### config.mk
export PLATFORM = sky130hd
export DESIGN_NAME = linear_ranking_sampler
export DESIGN_NICKNAME = d
export VERILOG_FILES = /design/src/hdl/lrs_pkg.sv /design/src/hdl/lrs_controller.sv /design/src/hdl/lrs_datapath.sv /design/src/hdl/linear_ranking_sampler.sv
export SDC_FILE = /design/constraint.sdc
export NUM_CORES = 1
export LEC_CHECK = 0
export BUFFER_PORTS_ARGS = -buffer_cell sky130_fd_sc_hd__buf_2
export CORE_MARGIN = 2
export CORE_UTILIZATION = 35
export CTS_CLUSTER_SIZE = 40
export DETAILED_ROUTE_END_ITERATION = 10
export GPL_TIMING_DRIVEN = 0
export HOLD_SLACK_MARGIN = 0.03
export REMOVE_ABC_BUFFERS = 1
export SLEW_MARGIN = 40
export SYNTH_ARGS = -nofsm -noshare
export SYNTH_HDL_FRONTEND = slang
export SYNTH_SLANG_ARGS = --single-unit
### constraint.sdc
create_clock -name clk -period 7.7 [get_ports clk]
set_input_delay 0.385 -clock clk [delete_from_list [all_inputs] [get_ports clk]]
set_output_delay 0.385 -clock clk [all_outputs]
set_load 0.01 [all_outputs]
### src/hdl/lrs_pkg.sv
// Package for the linear ranking sampler: fixed-point widths, register codes,
// Q16 conversion helpers and the controller/datapath command and status types.
// Depends on nothing; every module of the block imports it.
package lrs_pkg;

    localparam int MAX_POPULATION = 64;
    localparam int FRAC_BITS      = 16;

    localparam int POP_W  = 7;
    localparam int RANK_W = 6;
    localparam int ETA_W  = 18;
    localparam int OFS_W  = 16;
    localparam int IDX_W  = 8;
    localparam int DATA_W = 18;

    localparam int E_W    = FRAC_BITS + 2;
    localparam int BNP_W  = E_W + POP_W;
    localparam int SCL_W  = FRAC_BITS + 14;
    localparam int DCNT_W = $clog2(E_W + 1);
    localparam int UP_SH  = (FRAC_BITS >= 16) ? FRAC_BITS - 16 : 0;
    localparam int DN_SH  = (FRAC_BITS < 16) ? 16 - FRAC_BITS : 0;

    localparam logic [E_W-1:0]   ONE     = E_W'(1) << FRAC_BITS;
    localparam logic [E_W-1:0]   TWO     = E_W'(2) << FRAC_BITS;
    localparam logic [ETA_W-1:0] ETA_LO  = 18'h10000;
    localparam logic [ETA_W-1:0] ETA_HI  = 18'h20000;

    localparam logic [POP_W-1:0] POP_RESET    = 7'd32;
    localparam logic [POP_W-1:0] MU_RESET     = 7'd32;
    localparam logic [ETA_W-1:0] ETA_RESET    = 18'd72090;
    localparam logic             SCHEME_RESET = 1'b0;

    localparam logic [IDX_W-1:0] CFG_POP_SIZE = 8'd0;
    localparam logic [IDX_W-1:0] CFG_MU       = 8'd1;
    localparam logic [IDX_W-1:0] CFG_ETA_MAX  = 8'd2;
    localparam logic [IDX_W-1:0] CFG_SCHEME   = 8'd3;

    typedef struct packed {
        logic load;
        logic div_step;
        logic init_ptr;
        logic mul;
        logic add;
        logic emit;
        logic next_rank;
        logic pad_emit;
    } lrs_cmd_t;

    typedef struct packed {
        logic div_done;
        logic nm_one;
        logic hit;
        logic slots_left;
        logic more_ranks;
    } lrs_status_t;

    function automatic logic [E_W-1:0] eta_to_frac(input logic [ETA_W-1:0] q);
        logic [E_W+ETA_W-1:0] wide;
        wide = (E_W + ETA_W)'(q);
        wide = (wide << UP_SH) >> DN_SH;
        return wide[E_W-1:0];
    endfunction

    function automatic logic [FRAC_BITS-1:0] ofs_to_frac(input logic [OFS_W-1:0] q);
        logic [FRAC_BITS+OFS_W-1:0] wide;
        wide = (FRAC_BITS + OFS_W)'(q);
        wide = (wide << UP_SH) >> DN_SH;
        return wide[FRAC_BITS-1:0];
    endfunction

endpackage

### src/hdl/lrs_controller.sv
// Round sequencer of the linear ranking sampler: divide, per-rank add and
// pick loop, padding. Depends on lrs_pkg; drives lrs_datapath by commands.
module lrs_controller
    import lrs_pkg::*;
(
    input  logic        clk,
    input  logic        rst_n,
    input  logic        start,
    input  lrs_status_t status,
    output lrs_cmd_t    cmd,
    output logic        busy
);

    typedef enum logic [2:0] {
        S_IDLE,
        S_DIV,
        S_MUL,
        S_ADD,
        S_EMIT,
        S_PAD
    } state_t;

    state_t state_reg;
    state_t state_next;

    always_comb
    begin
        state_next = state_reg;
        cmd        = '0;
        unique case (state_reg)
            S_IDLE:
            begin
                if (start)
                begin
                    cmd.load   = 1'b1;
                    state_next = S_DIV;
                end
            end
            S_DIV:
            begin
                cmd.init_ptr = 1'b1;
                if (status.div_done || status.nm_one)
                    state_next = S_MUL;
                else
                    cmd.div_step = 1'b1;
            end
            S_MUL:
            begin
                cmd.mul    = 1'b1;
                state_next = S_ADD;
            end
            S_ADD:
            begin
                cmd.add    = 1'b1;
                state_next = S_EMIT;
            end
            S_EMIT:
            begin
                cmd.mul = 1'b1;
                if (status.hit)
                    cmd.emit = 1'b1;
                else if (!status.slots_left)
                    state_next = S_IDLE;
                else if (status.more_ranks)
                begin
                    cmd.next_rank = 1'b1;
                    state_next    = S_ADD;
                end
                else
                    state_next = S_PAD;
            end
            S_PAD:
            begin
                if (status.slots_left)
                    cmd.pad_emit = 1'b1;
                else
                    state_next = S_IDLE;
            end
            default:
            begin
                state_next = S_IDLE;
            end
        endcase
    end

    always_ff @(posedge clk or negedge rst_n)
    begin
        if (!rst_n)
            state_reg <= S_IDLE;
        else
            state_reg <= state_next;
    end

    assign busy = (state_reg != S_IDLE);

endmodule

### src/hdl/lrs_datapath.sv
// Datapath of the linear ranking sampler: configuration registers, slope
// divider, offspring accumulator, wheel pointer and result registers.
// Depends on lrs_pkg; sequenced by lrs_controller.
module lrs_datapath
    import lrs_pkg::*;
(
    input  logic              clk,
    input  logic              rst_n,
    input  lrs_cmd_t          cmd,
    output lrs_status_t       status,
    input  logic              cfg_valid,
    input  logic [IDX_W-1:0]  cfg_index,
    input  logic [DATA_W-1:0] cfg_data,
    input  logic [OFS_W-1:0]  wheel_offset,
    output logic              result_strobe,
    output logic [RANK_W-1:0] rank_index,
    output logic [RANK_W-1:0] slot_index,
    output logic              is_last
);

    logic [POP_W-1:0]     pop_cfg_reg;
    logic [POP_W-1:0]     mu_cfg_reg;
    logic [ETA_W-1:0]     eta_cfg_reg;
    logic                 scheme_cfg_reg;

    logic [POP_W-1:0]     np_reg;
    logic [POP_W-1:0]     nm_reg;
    logic                 scheme_reg;
    logic [FRAC_BITS-1:0] ptr_reg;
    logic [E_W-1:0]       num_reg;
    logic [RANK_W-1:0]    rem_reg;
    logic [DCNT_W-1:0]    div_cnt_reg;
    logic [E_W-1:0]       base_reg;
    logic [BNP_W-1:0]     bnp_reg;
    logic [SCL_W-1:0]     sum_reg;
    logic [SCL_W-1:0]     ptr_scl_reg;
    logic [RANK_W-1:0]    rank_cnt_reg;
    logic [POP_W-1:0]     slot_cnt_reg;

    logic                 strobe_reg;
    logic [RANK_W-1:0]    rank_out_reg;
    logic [RANK_W-1:0]    slot_out_reg;
    logic                 last_out_reg;

    logic [POP_W-1:0]     np_c;
    logic [POP_W-1:0]     nm_c;
    logic [ETA_W-1:0]     eq_c;
    logic [E_W-1:0]       e_c;
    logic [E_W-1:0]       base0_c;
    logic [RANK_W-1:0]    divisor_c;
    logic [RANK_W:0]      rem_sh_c;
    logic                 q_bit_c;
    logic [RANK_W:0]      rem_new_c;
    logic [FRAC_BITS+POP_W-1:0] ptr_nm_c;
    logic [BNP_W-1:0]     bnp_c;
    logic [POP_W-1:0]     slot_inc_c;
    logic [POP_W-1:0]     rank_inc_c;
    logic [POP_W-1:0]     nm_m1_c;

    always_comb
    begin
        if (pop_cfg_reg == '0)
            np_c = POP_W'(1);
        else if (pop_cfg_reg > POP_W'(MAX_POPULATION))
            np_c = POP_W'(MAX_POPULATION);
        else
            np_c = pop_cfg_reg;

        if (mu_cfg_reg == '0)
            nm_c = POP_W'(1);
        else if (mu_cfg_reg > np_c)
            nm_c = np_c;
        else
            nm_c = mu_cfg_reg;

        if (eta_cfg_reg < ETA_LO)
            eq_c = ETA_LO;
        else if (eta_cfg_reg > ETA_HI)
            eq_c = ETA_HI;
        else
            eq_c = eta_cfg_reg;

        e_c = eta_to_frac(eq_c);

        if (nm_c == POP_W'(1))
            base0_c = ONE;
        else if (scheme_cfg_reg)
            base0_c = TWO - e_c;
        else
            base0_c = e_c;
    end

    assign nm_m1_c    = nm_reg - POP_W'(1);
    assign divisor_c  = nm_m1_c[RANK_W-1:0];
    assign rem_sh_c   = {rem_reg, num_reg[E_W-1]};
    assign q_bit_c    = (rem_sh_c >= {1'b0, divisor_c});
    assign rem_new_c  = q_bit_c ? (rem_sh_c - {1'b0, divisor_c}) : rem_sh_c;
    assign ptr_nm_c   = ptr_reg * nm_reg;
    assign bnp_c      = base_reg * np_reg;
    assign slot_inc_c = slot_cnt_reg + POP_W'(1);
    assign rank_inc_c = {1'b0, rank_cnt_reg} + POP_W'(1);

    always_comb
    begin
        status.div_done   = (div_cnt_reg == DCNT_W'(E_W));
        status.nm_one     = (nm_reg == POP_W'(1));
        status.slots_left = (slot_cnt_reg < np_reg);
        status.hit        = status.slots_left && (sum_reg > ptr_scl_reg);
        status.more_ranks = (rank_inc_c < nm_reg);
    end

    always_ff @(posedge clk or negedge rst_n)
    begin
        if (!rst_n)
        begin
            pop_cfg_reg    <= POP_RESET;
            mu_cfg_reg     <= MU_RESET;
            eta_cfg_reg    <= ETA_RESET;
            scheme_cfg_reg <= SCHEME_RESET;
        end
        else if (cfg_valid)
        begin
            unique case (cfg_index)
                CFG_POP_SIZE: pop_cfg_reg    <= cfg_data[POP_W-1:0];
                CFG_MU:       mu_cfg_reg     <= cfg_data[POP_W-1:0];
                CFG_ETA_MAX:  eta_cfg_reg    <= cfg_data[ETA_W-1:0];
                CFG_SCHEME:   scheme_cfg_reg <= cfg_data[0];
                default:      ;
            endcase
        end
    end

    always_ff @(posedge clk or negedge rst_n)
    begin
        if (!rst_n)
        begin
            div_cnt_reg  <= '0;
            rank_cnt_reg <= '0;
            slot_cnt_reg <= '0;
            strobe_reg   <= 1'b0;
        end
        else
        begin
            strobe_reg <= cmd.emit || cmd.pad_emit;
            if (cmd.load)
            begin
                div_cnt_reg  <= '0;
                rank_cnt_reg <= '0;
                slot_cnt_reg <= '0;
            end
            else
            begin
                if (cmd.div_step)
                    div_cnt_reg <= div_cnt_reg + DCNT_W'(1);
                if (cmd.next_rank)
                    rank_cnt_reg <= rank_inc_c[RANK_W-1:0];
                if (cmd.emit || cmd.pad_emit)
                    slot_cnt_reg <= slot_inc_c;
            end
        end
    end

    always_ff @(posedge clk)
    begin
        if (cmd.load)
        begin
            np_reg     <= np_c;
            nm_reg     <= nm_c;
            scheme_reg <= scheme_cfg_reg;
            ptr_reg    <= ofs_to_frac(wheel_offset);
            num_reg    <= (e_c - ONE) << 1;
            rem_reg    <= '0;
            base_reg   <= base0_c;
            sum_reg    <= '0;
        end
        if (cmd.div_step)
        begin
            num_reg <= {num_reg[E_W-2:0], q_bit_c};
            rem_reg <= rem_new_c[RANK_W-1:0];
        end
        if (cmd.init_ptr)
            ptr_scl_reg <= SCL_W'(ptr_nm_c);
        if (cmd.mul)
            bnp_reg <= bnp_c;
        if (cmd.add)
        begin
            sum_reg  <= sum_reg + SCL_W'(bnp_reg);
            base_reg <= scheme_reg ? (base_reg + num_reg) : (base_reg - num_reg);
        end
        if (cmd.emit)
            ptr_scl_reg <= ptr_scl_reg + (SCL_W'(nm_reg) << FRAC_BITS);
        if (cmd.emit || cmd.pad_emit)
        begin
            rank_out_reg <= cmd.emit ? rank_cnt_reg : nm_m1_c[RANK_W-1:0];
            slot_out_reg <= slot_cnt_reg[RANK_W-1:0];
            last_out_reg <= (slot_inc_c == np_reg);
        end
    end

    assign result_strobe = strobe_reg;
    assign rank_index    = rank_out_reg;
    assign slot_index    = slot_out_reg;
    assign is_last       = last_out_reg;

endmodule

### src/hdl/linear_ranking_sampler.sv
// Top level of the linear ranking sampler with stochastic universal sampling.
// Depends on lrs_pkg, lrs_controller and lrs_datapath.
//
// channel   direction  handshake                      beat
// --------  ---------  -----------------------------  ----------------------------------
// command   in         start && !busy                 wheel_offset
// result    out        result_strobe, one cycle       rank_index, slot_index, is_last
// config    in         cfg_valid && cfg_ready         cfg_index, cfg_data
//
// A round runs the bit-serial slope divider (no divide steps when mu is 1), then the
// accumulate loop, which adds up each rank and makes its picks, then pads the slots
// that are left. Results leave through output registers in the cycle after each pick;
// the receiver cannot stall, so the block never waits on it. Reset restores the register
// defaults and returns the sequencer to idle. Config beats are always taken.
module linear_ranking_sampler
    import lrs_pkg::*;
(
    input  logic              clk,
    input  logic              rst_n,
    input  logic              start,
    output logic              busy,
    input  logic [OFS_W-1:0]  wheel_offset,
    output logic              result_strobe,
    output logic [RANK_W-1:0] rank_index,
    output logic [RANK_W-1:0] slot_index,
    output logic              is_last,
    input  logic              cfg_valid,
    output logic              cfg_ready,
    input  logic [IDX_W-1:0]  cfg_index,
    input  logic [DATA_W-1:0] cfg_data
);

    lrs_cmd_t    cmd;
    lrs_status_t status;

    assign cfg_ready = 1'b1;

    lrs_controller u_ctrl (
        .clk    (clk),
        .rst_n  (rst_n),
        .start  (start),
        .status (status),
        .cmd    (cmd),
        .busy   (busy)
    );

    lrs_datapath u_dp (
        .clk           (clk),
        .rst_n         (rst_n),
        .cmd           (cmd),
        .status        (status),
        .cfg_valid     (cfg_valid && cfg_ready),
        .cfg_index     (cfg_index),
        .cfg_data      (cfg_data),
        .wheel_offset  (wheel_offset),
        .result_strobe (result_strobe),
        .rank_index    (rank_index),
        .slot_index    (slot_index),
        .is_last       (is_last)
    );

    a_accept_busy: assert property (@(posedge clk) disable iff (!rst_n)
        start && !busy |=> busy)
        else $error("accepted round did not raise busy");

    a_mid_round_busy: assert property (@(posedge clk) disable iff (!rst_n)
        result_strobe && !is_last |-> busy)
        else $error("round ended before its last pick");

    a_last_gap: assert property (@(posedge clk) disable iff (!rst_n)
        result_strobe && is_last |=> !result_strobe)
        else $error("pick right after the last pick of a round");

    a_one_pick: assert property (@(posedge clk) disable iff (!rst_n)
        $onehot0({cmd.emit, cmd.pad_emit, cmd.add, cmd.load}))
        else $error("conflicting datapath commands");

endmodule
==> results of run 1 <==
cell usage in the layout (no fill, tap or decap), drive strengths merged, types with 14 or more instances in the layout:
| master | instances |
|---|---|
| inv | 255 |
| nand2 | 204 |
| ha | 197 |
| and2 | 175 |
| edfxtp | 171 |
| fa | 152 |
| nor2 | 111 |
| o21ai | 90 |
| a21oi | 88 |
| buf | 77 |
| xnor2 | 72 |
| xor2 | 55 |
| nand3 | 47 |
| dfrtp | 45 |
| a21o | 43 |
| mux2 | 36 |
| nor3 | 34 |
| clkbuf | 32 |
| dlygate4sd3 | 24 |
| mux2i | 22 |
| o31ai | 20 |
| o21a | 19 |
| nor2b | 18 |
| nand4 | 17 |
| clkinv | 15 |
| a211oi | 14 |
per-layer routing:
metal	global-route usage, %	up-vias	wire length (um)
met5	0	-	0
met4	4.17	0	1140
met3	1.81	73	1700
met2	25.8	256	22400
met1	20.2	7631	21300
li1	-	7510	-
worst max-delay path: cells and delay by family (launching register included):
family / cells / cell delay, ps
adders and majority gates: 5 / 2440
AOI/OAI and AO/OA: 6 / 1570
DFF: 1 / 900
and+or+nand+nor: 1 / 250
xor gates and xnor gates: 1 / 180
buffers and inverters: 2 / 100
muxes: 1 / 90
worst min path at each step:
stage | endpoint | cells past startpoint
after global routing | u_dp.eta_cfg_reg[16]$_DFFE_PN1P_ | 2
final | u_dp.eta_cfg_reg[16]$_DFFE_PN1P_ | 2
after floorplan | u_ctrl.state_reg[0]$_DFFE_PN0P_ | 0
after detailed placement | u_dp.eta_cfg_reg[10]$_DFFE_PN0P_ | 1
after global placement | u_dp.pop_cfg_reg[0]$_DFFE_PN0P_ | 1
after CTS | u_dp.eta_cfg_reg[16]$_DFFE_PN1P_ | 2
cell type report:
| cell class | instances | area, sq um | share of cell area, % |
|---|---|---|---|
| clock inverters | 22 | 254 | 1.08 |
| repair buffers | 101 | 718 | 3.07 |
| multi-input cells | 1599 | 13300 | 56.6 |
| well taps | 773 | 967 | 4.13 |
| clock buffers | 32 | 737 | 3.15 |
| inverters | 255 | 958 | 4.09 |
| flip-flops and latches | 226 | 6520 | 27.9 |
through the flow:
step | setup TNS (ps) | instance area (sq um) | instances | setup slack, ps
after floorplan | 0 | 20700 | 2080 | 2670
after global placement | -11240 | 22000 | 2913 | -472
after detailed placement | 0 | 22100 | 2926 | 1880
after CTS | 0 | 23400 | 3004 | 1860
after global routing | 0 | 23400 | 3008 | 1500
final | 0 | 23400 | 3008 | 1870
Yosys cell counts (17+ instances only):
cell type,number
sky130_fd_sc_hd__nand4_1,17
sky130_fd_sc_hd__xnor2_1,72
sky130_fd_sc_hd__and2_1,175
sky130_fd_sc_hd__nor2b_1,18
sky130_fd_sc_hd__o21a_1,19
sky130_fd_sc_hd__ha_1,197
sky130_fd_sc_hd__clkbuf_1,53
sky130_fd_sc_hd__o31ai_1,20
sky130_fd_sc_hd__dfrtp_1,45
sky130_fd_sc_hd__nor2_1,111
sky130_fd_sc_hd__mux2i_1,22
sky130_fd_sc_hd__mux2_2,36
sky130_fd_sc_hd__edfxtp_1,171
sky130_fd_sc_hd__nand2_1,204
sky130_fd_sc_hd__a21o_1,43
sky130_fd_sc_hd__nor3_1,34
sky130_fd_sc_hd__xor2_1,55
sky130_fd_sc_hd__a21oi_1,88
sky130_fd_sc_hd__nand3_1,47
sky130_fd_sc_hd__inv_1,253
sky130_fd_sc_hd__o21ai_0,88
sky130_fd_sc_hd__fa_1,152
logic make-up after synthesis:
group	count (synthesis)
other	1
buffers and inverters	314
DFF	226
xor gates and xnor gates	127
and+or+nand+nor	694
adders and majority gates	349
AOI/OAI and AO/OA	370
muxes	58
what timing repair did:
action | CTS | global route
hold buffers | 24 | 0
endpoints found under the hold margin | 68 | 0
resized for setup | 0 | 0
endpoints found under the setup margin | 0 | 0
buffers inserted | 0 | 0
==> load_flow_metrics.sql, run 1 <==
INSERT INTO impl_metrics (metric_group, metric, value, unit) VALUES
('timing', 'layout_min_cycle_time', '5830', 'ps'),
('synthesis', 'combinational_family_with_the_most_area_after_synthesis', 'adder cells', ''),
('critical_path', 'startpoint_kind_of_the_worst_setup_timing_path', 'register', ''),
('critical_path', 'critPathMostFrequentCell', 'sky130_fd_sc_hd__fa_1', ''),
('timing', 'timing.final.hold_violations', '0', ''),
('synthesis', 'synth_sequential_area_ratio', '31.2', '%'),
('floorplan', 'effective_utilization_at_floorplan', '35.4', '%'),
('timing', 'rsz0062_at_grt', 'no', ''),
('floorplan', 'dieArea', '61700', 'sq um'),
('clocking', 'cts_max_level', '1', ''),
('synthesis', 'complex_gate_fraction_of_the_synthesized_area', '11.6', '%'),
('synthesis', 'async_flop_share', '24.3', '%'),
('critical_path', 'worstReg2RegEnd', 'u_dp.ptr_scl_reg[22]$_DFFE_PP_', ''),
('timing', 'setup_violations', '0', ''),
('critical_path', 'required', '8010', 'ps'),
('layout', 'drive_gt1_share', '9.35', '%'),
('synthesis', 'syn-mean-instance-area', '9.78', 'sq um'),
('critical_path', 'critical-path-slowest-cell', 'sky130_fd_sc_hd__edfxtp_1', ''),
('critical_path', 'cp.arrival', '6140', 'ps'),
('routing', 'route.antenna.remaining_nets', '0', ''),
('clocking', 'insertion_delay', '580', 'ps'),
('global_route', 'gr-total-overflow', '0', ''),
('min_path', 'timing.hold.worst.start', 'cfg_data[16]', ''),
('routing', 'detailedRoute.firstIterationViolations', '916', ''),
('timing', 'final.hold.worst_slack', '63.4', 'ps'),
('clocking', 'path_clk_slew', '60', 'ps'),
('routing', 'avgViaCountPerCell', '5.14', ''),
('floorplan', 'ports', '62', ''),
('timing', 'max-slew-margin-rel', '42.2', '%'),
('synthesis', 'synth_enable_flop_cells', '171', ''),
('synthesis', 'synthXorXnorAreaFrac', '5.32', '%'),
('synthesis', 'netlist_instances', '2139', ''),
('clocking', 'cts_tree', 'built', ''),
('global_route', 'pin_count_of_the_biggest_net_entering_global_routing', '56', ''),
('run', 'timing.max_cap.violations', '0', ''),
('floorplan', 'coreArea', '59000', 'sq um'),
('synthesis', 'yosys.area.top_type', 'sky130_fd_sc_hd__edfxtp_1', ''),
('synthesis', 'yosys.area_share.simple', '16.9', '%'),
('placement', 'dp.final_hpwl', '36400', 'um'),
('routing', 'detail_route.wirelength', '46500', 'um'),
('clocking', 'max-clock-path-buffers', '3', ''),
('layout', 'area_delta_synth_final', '11.9', '%'),
('min_path', 'hp-class', 'in2reg', ''),
('critical_path', 'critical_path.max_stage_delay', '900', 'ps'),
('synthesis', 'synth.area.top_cells', 'sky130_fd_sc_hd__edfxtp_1 25%, sky130_fd_sc_hd__fa_1 15%, sky130_fd_sc_hd__ha_1 12%, sky130_fd_sc_hd__dfrtp_1 5.4%, sky130_fd_sc_hd__and2_1 5.2%', ''),
('critical_path', 'reg_to_reg_startpoint', 'u_dp.nm_reg[4]$_DFFE_PP_', ''),
('global_route', 'grt_first_pass_wirelength', '79400', 'um'),
('placement', 'routabilityCongestion', '0.852', ''),
('outcome', 'status', 'finished, final reports clean', ''),
('synthesis', 'synthDominantCellAreaShare', '24.5', '%'),
('critical_path', 'critical_path.max_fanout', '20', ''),
('critical_path', 'path_cells', 'and2_1 -> fa_1 -> fa_1 -> fa_1 -> inv_1 -> fa_1 -> inv_1 -> ha_1 -> a21oi_1 -> o21ai_0 -> a221o_1 -> a21oi_1 -> a31oi_1 -> o41ai_1 -> xnor2_1 -> mux2i_1', ''),
('timing', 'clock.fmax', '171', 'MHz'),
('clocking', 'clock_sinks', '226', ''),
('layout', 'antenna_cells_inserted', '0', ''),
('routing', 'drcViolationCount', '0', ''),
('critical_path', 'timing.critical_path.to', 'u_dp.ptr_scl_reg[22]$_DFFE_PP_', ''),
('global_route', 'groute.usage.overall', '15.1', '%'),
('timing', 'report.final.slew_viol_count', '0', ''),
('critical_path', 'critPathKind', 'reg2reg', ''),
('layout', 'fin_util', '39.7', '%'),
('synthesis', 'synth_flop_cell', 'sky130_fd_sc_hd__edfxtp_1', ''),
('synthesis', 'synth.yosys.warnings', '0', ''),
('synthesis', 'cell_area_after_synthesis', '20900', 'sq um'),
('timing', 'clock_skew', '14.0', 'ps'),
('floorplan', 'chipWidth', '248', 'um'),
('synthesis', 'synth_mux_area_share', '2.99', '%'),
('layout', 'num-fill-cells', '5805', ''),
('critical_path', 'setup.worst_path.start', 'u_dp.nm_reg[4]$_DFFE_PP_', ''),
('timing', 'max_slew.worst_pin.slew', '867', 'ps'),
('clocking', 'tritoncts.num_buffers', '29', '');
Power of run 1 is not shown: default switching activity piles up to over one toggle a cycle in this logic, so the estimate is an artifact.
==> run 2: changes to the inputs <==
Clock period 7.7 ns to 6.1 ns, I/O delays scaled along.
==> load_flow_metrics.sql, run 2 (synthesis gave the netlist of run 1 again) <==
INSERT INTO impl_metrics (metric_group, metric, value, unit) VALUES
('run', 'timing.max_cap.violations', '0', ''),
('critical_path', 'critical_path.max_stage_delay', '730', 'ps'),
('critical_path', 'cp.arrival', '6010', 'ps'),
('timing', 'timing.final.hold_violations', '0', ''),
('layout', 'drive_gt1_share', '9.48', '%'),
('timing', 'finalCritPeriodShare', '93.2', '%'),
('layout', 'num-fill-cells', '5788', ''),
('routing', 'detail_route.wirelength', '46900', 'um'),
('timing', 'setup_total_negative_slack', '0', 'ps'),
('critical_path', 'crit_cells', '18', ''),
('floorplan', 'effective_utilization_at_floorplan', '35.4', '%'),
('floorplan', 'dieArea', '61700', 'sq um'),
('layout', 'final_nets', '2620', ''),
('timing', 'max-slew-margin-rel', '45.0', '%'),
('floorplan', 'ports', '62', ''),
('timing', 'clock.fmax', '176', 'MHz'),
('global_route', 'pin_count_of_the_biggest_net_entering_global_routing', '56', ''),
('critical_path', 'path_buf_inv', '4', ''),
('min_path', 'cell_count_of_the_worst_hold_path', '2', ''),
('routing', 'avgViaCountPerCell', '5.12', ''),
('clocking', 'clock_sinks', '226', ''),
('layout', 'layout_commonest_cell', 'sky130_fd_sc_hd__inv_1', ''),
('clocking', 'cts-resized-gates', '0', ''),
('critical_path', 'critical-path-slowest-cell', 'sky130_fd_sc_hd__edfxtp_1', ''),
('timing', 'report.final.slew_viol_count', '0', ''),
('clocking', 'cts_tree', 'built', ''),
('routing', 'drcViolationCount', '0', ''),
('clocking', 'insertion_delay', '580', 'ps'),
('placement', 'routabilityCongestion', '0.852', ''),
('critical_path', 'setup.worst_path.end_class', 'register', ''),
('critical_path', 'startpoint_kind_of_the_worst_setup_timing_path', 'register', ''),
('floorplan', 'die_y', '248', 'um'),
('routing', 'met3_wirelength', '1450', 'um'),
('timing', 'clock_skew', '14.9', 'ps'),
('global_route', 'groute.usage.overall', '15.2', '%'),
('routing', 'top_layer', 'met4', ''),
('global_route', 'grt_antenna_before_repair', '0', ''),
('outcome', 'status', 'finished, final reports clean', ''),
('critical_path', 'required', '6420', 'ps'),
('routing', 'wl_per_cell', '15.5', 'um'),
('routing', 'route.antenna.remaining_nets', '0', ''),
('clocking', 'cts_max_level', '1', ''),
('critical_path', 'critPathKind', 'reg2reg', ''),
('critical_path', 'critical_path.max_fanout', '20', ''),
('routing', 'drt_pass1_iterations', '5', ''),
('floorplan', 'coreArea', '59000', 'sq um'),
('routing', 'detailroute.via_count', '15500', ''),
('floorplan', 'chipWidth', '248', 'um'),
('layout', 'antenna_cells_inserted', '0', ''),
('placement', 'dp.final_hpwl', '36400', 'um'),
('timing', 'setup_violations', '0', ''),
('routing', 'dr_wl_met2', '22600', 'um'),
('global_route', 'first_global_vias', '16100', ''),
('min_path', 'hp-class', 'in2reg', ''),
('clocking', 'clockRootBuffer', 'sky130_fd_sc_hd__clkbuf_16', ''),
('routing', 'detailedRoute.firstIterationViolations', '885', ''),
('critical_path', 'crit_path_max_delay_family', 'adder cells', ''),
('floorplan', 'placement_rows', '89', ''),
('timing', 'max_slew.worst_pin.slew', '826', 'ps'),
('critical_path', 'worst-r2r-cell-count', '18', ''),
('layout', 'layout_common_cells', '253 x sky130_fd_sc_hd__inv_1, 202 x sky130_fd_sc_hd__nand2_1, 197 x sky130_fd_sc_hd__ha_1, 175 x sky130_fd_sc_hd__and2_1, 171 x sky130_fd_sc_hd__edfxtp_1', ''),
('clocking', 'path_clk_slew', '60', 'ps'),
('clocking', 'tritoncts.num_buffers', '29', ''),
('timing', 'layout_min_cycle_time', '5680', 'ps'),
('routing', 'detail_route.wirelength.met1', '21800', 'um'),
('global_route', 'grt_first_pass_wirelength', '79500', 'um'),
('global_route', 'gr-total-overflow', '0', ''),
('timing', 'rsz0062_at_grt', 'no', ''),
('critical_path', 'path_cells', 'and2_1 -> fa_1 -> inv_1 -> fa_1 -> inv_1 -> fa_1 -> inv_1 -> fa_1 -> inv_1 -> ha_1 -> o211ai_1 -> o21a_1 -> a211oi_1 -> nor3_1 -> a21oi_1 -> a311oi_1 -> o21ai_0 -> xnor2_1', ''),
('clocking', 'max-clock-path-buffers', '3', ''),
('placement', 'port-buffer-count', '60', ''),
('layout', 'area_delta_synth_final', '12.6', '%');
==> run 2: changes by cell type in the layout (fill, tap and decap cells not counted), sizes merged <==
cell	delta
dlygate4sd3	+9
buf	+4
==> run 2: area by class of cell <==
type	instances	area, sq um	share of cell area, %
timing repair buffer	114	867	3.68
multi-input combinational	1599	13300	56.3
clock buffer	32	737	3.13
clock inverter	22	254	1.08
tap	773	967	4.10
sequential	226	6520	27.7
inverter	255	958	4.07
==> run 2: worst paths after layout <==
check                                                 from                          endpoint  slack (ps)
max                               u_dp.np_reg[3]$_DFFE_PP_        u_dp.bnp_reg[24]$_DFFE_PP_         420
min                                            cfg_data[3]   u_dp.eta_cfg_reg[3]$_DFFE_PN1P_          50
max reg2reg                       u_dp.np_reg[3]$_DFFE_PP_        u_dp.bnp_reg[24]$_DFFE_PP_         420
min reg2reg                u_dp.pop_cfg_reg[0]$_DFFE_PN0P_   u_dp.pop_cfg_reg[0]$_DFFE_PN0P_         520
max in group asynchronous                            rst_n  u_dp.rank_cnt_reg[5]$_DFFE_PN0P_        5280
min in group asynchronous                            rst_n  u_dp.eta_cfg_reg[10]$_DFFE_PN0P_         320
==> run 2: what timing repair did <==
item / 4_1_cts / 5_1_grt
hold endpoints to repair: 88 / 0
buffers inserted: 0 / 4
hold buffers: 33 / 0
setup endpoints to repair: 0 / 2
==> run 2: stage by stage <==
| step | util, % | area [sq um] | hold slack (ps) | setup slack (ps) | cells |
|---|---|---|---|---|---|
| 2_1_floorplan | - | 20700 | 9.41 | 1070 | 2080 |
| 3_3_place_gp | 37.2 | 22000 | 481 | -2070 | 2913 |
| 3_5_place_dp | 37.5 | 22100 | 395 | 280 | 2926 |
| 4_1_cts | 39.8 | 23500 | 32.1 | 258 | 3013 |
| 5_1_grt | 39.9 | 23600 | 38.4 | 58.8 | 3021 |
| 6_report | 39.9 | 23600 | 45.1 | 417 | 3021 |
==> run 2: routing by layer <==
layer  track usage [%]  vias up
met5                 0        -
met1              20.2     7658
met3              1.80       70
li1                  -     7531
met4              4.17        0
met2              25.9      219
==> run 2: worst reg2reg max path, delay by kind of cell (launching register included) <==
kind / cells / cell delay (ps)
AOI/OAI and AO/OA: 6 / 1250
xor gates and xnor gates: 1 / 150
adders and majority gates: 5 / 2420
buffers and inverters: 4 / 200
DFF: 1 / 730
and+or+nand+nor: 2 / 680
Power of run 2 is left out for the same reason.
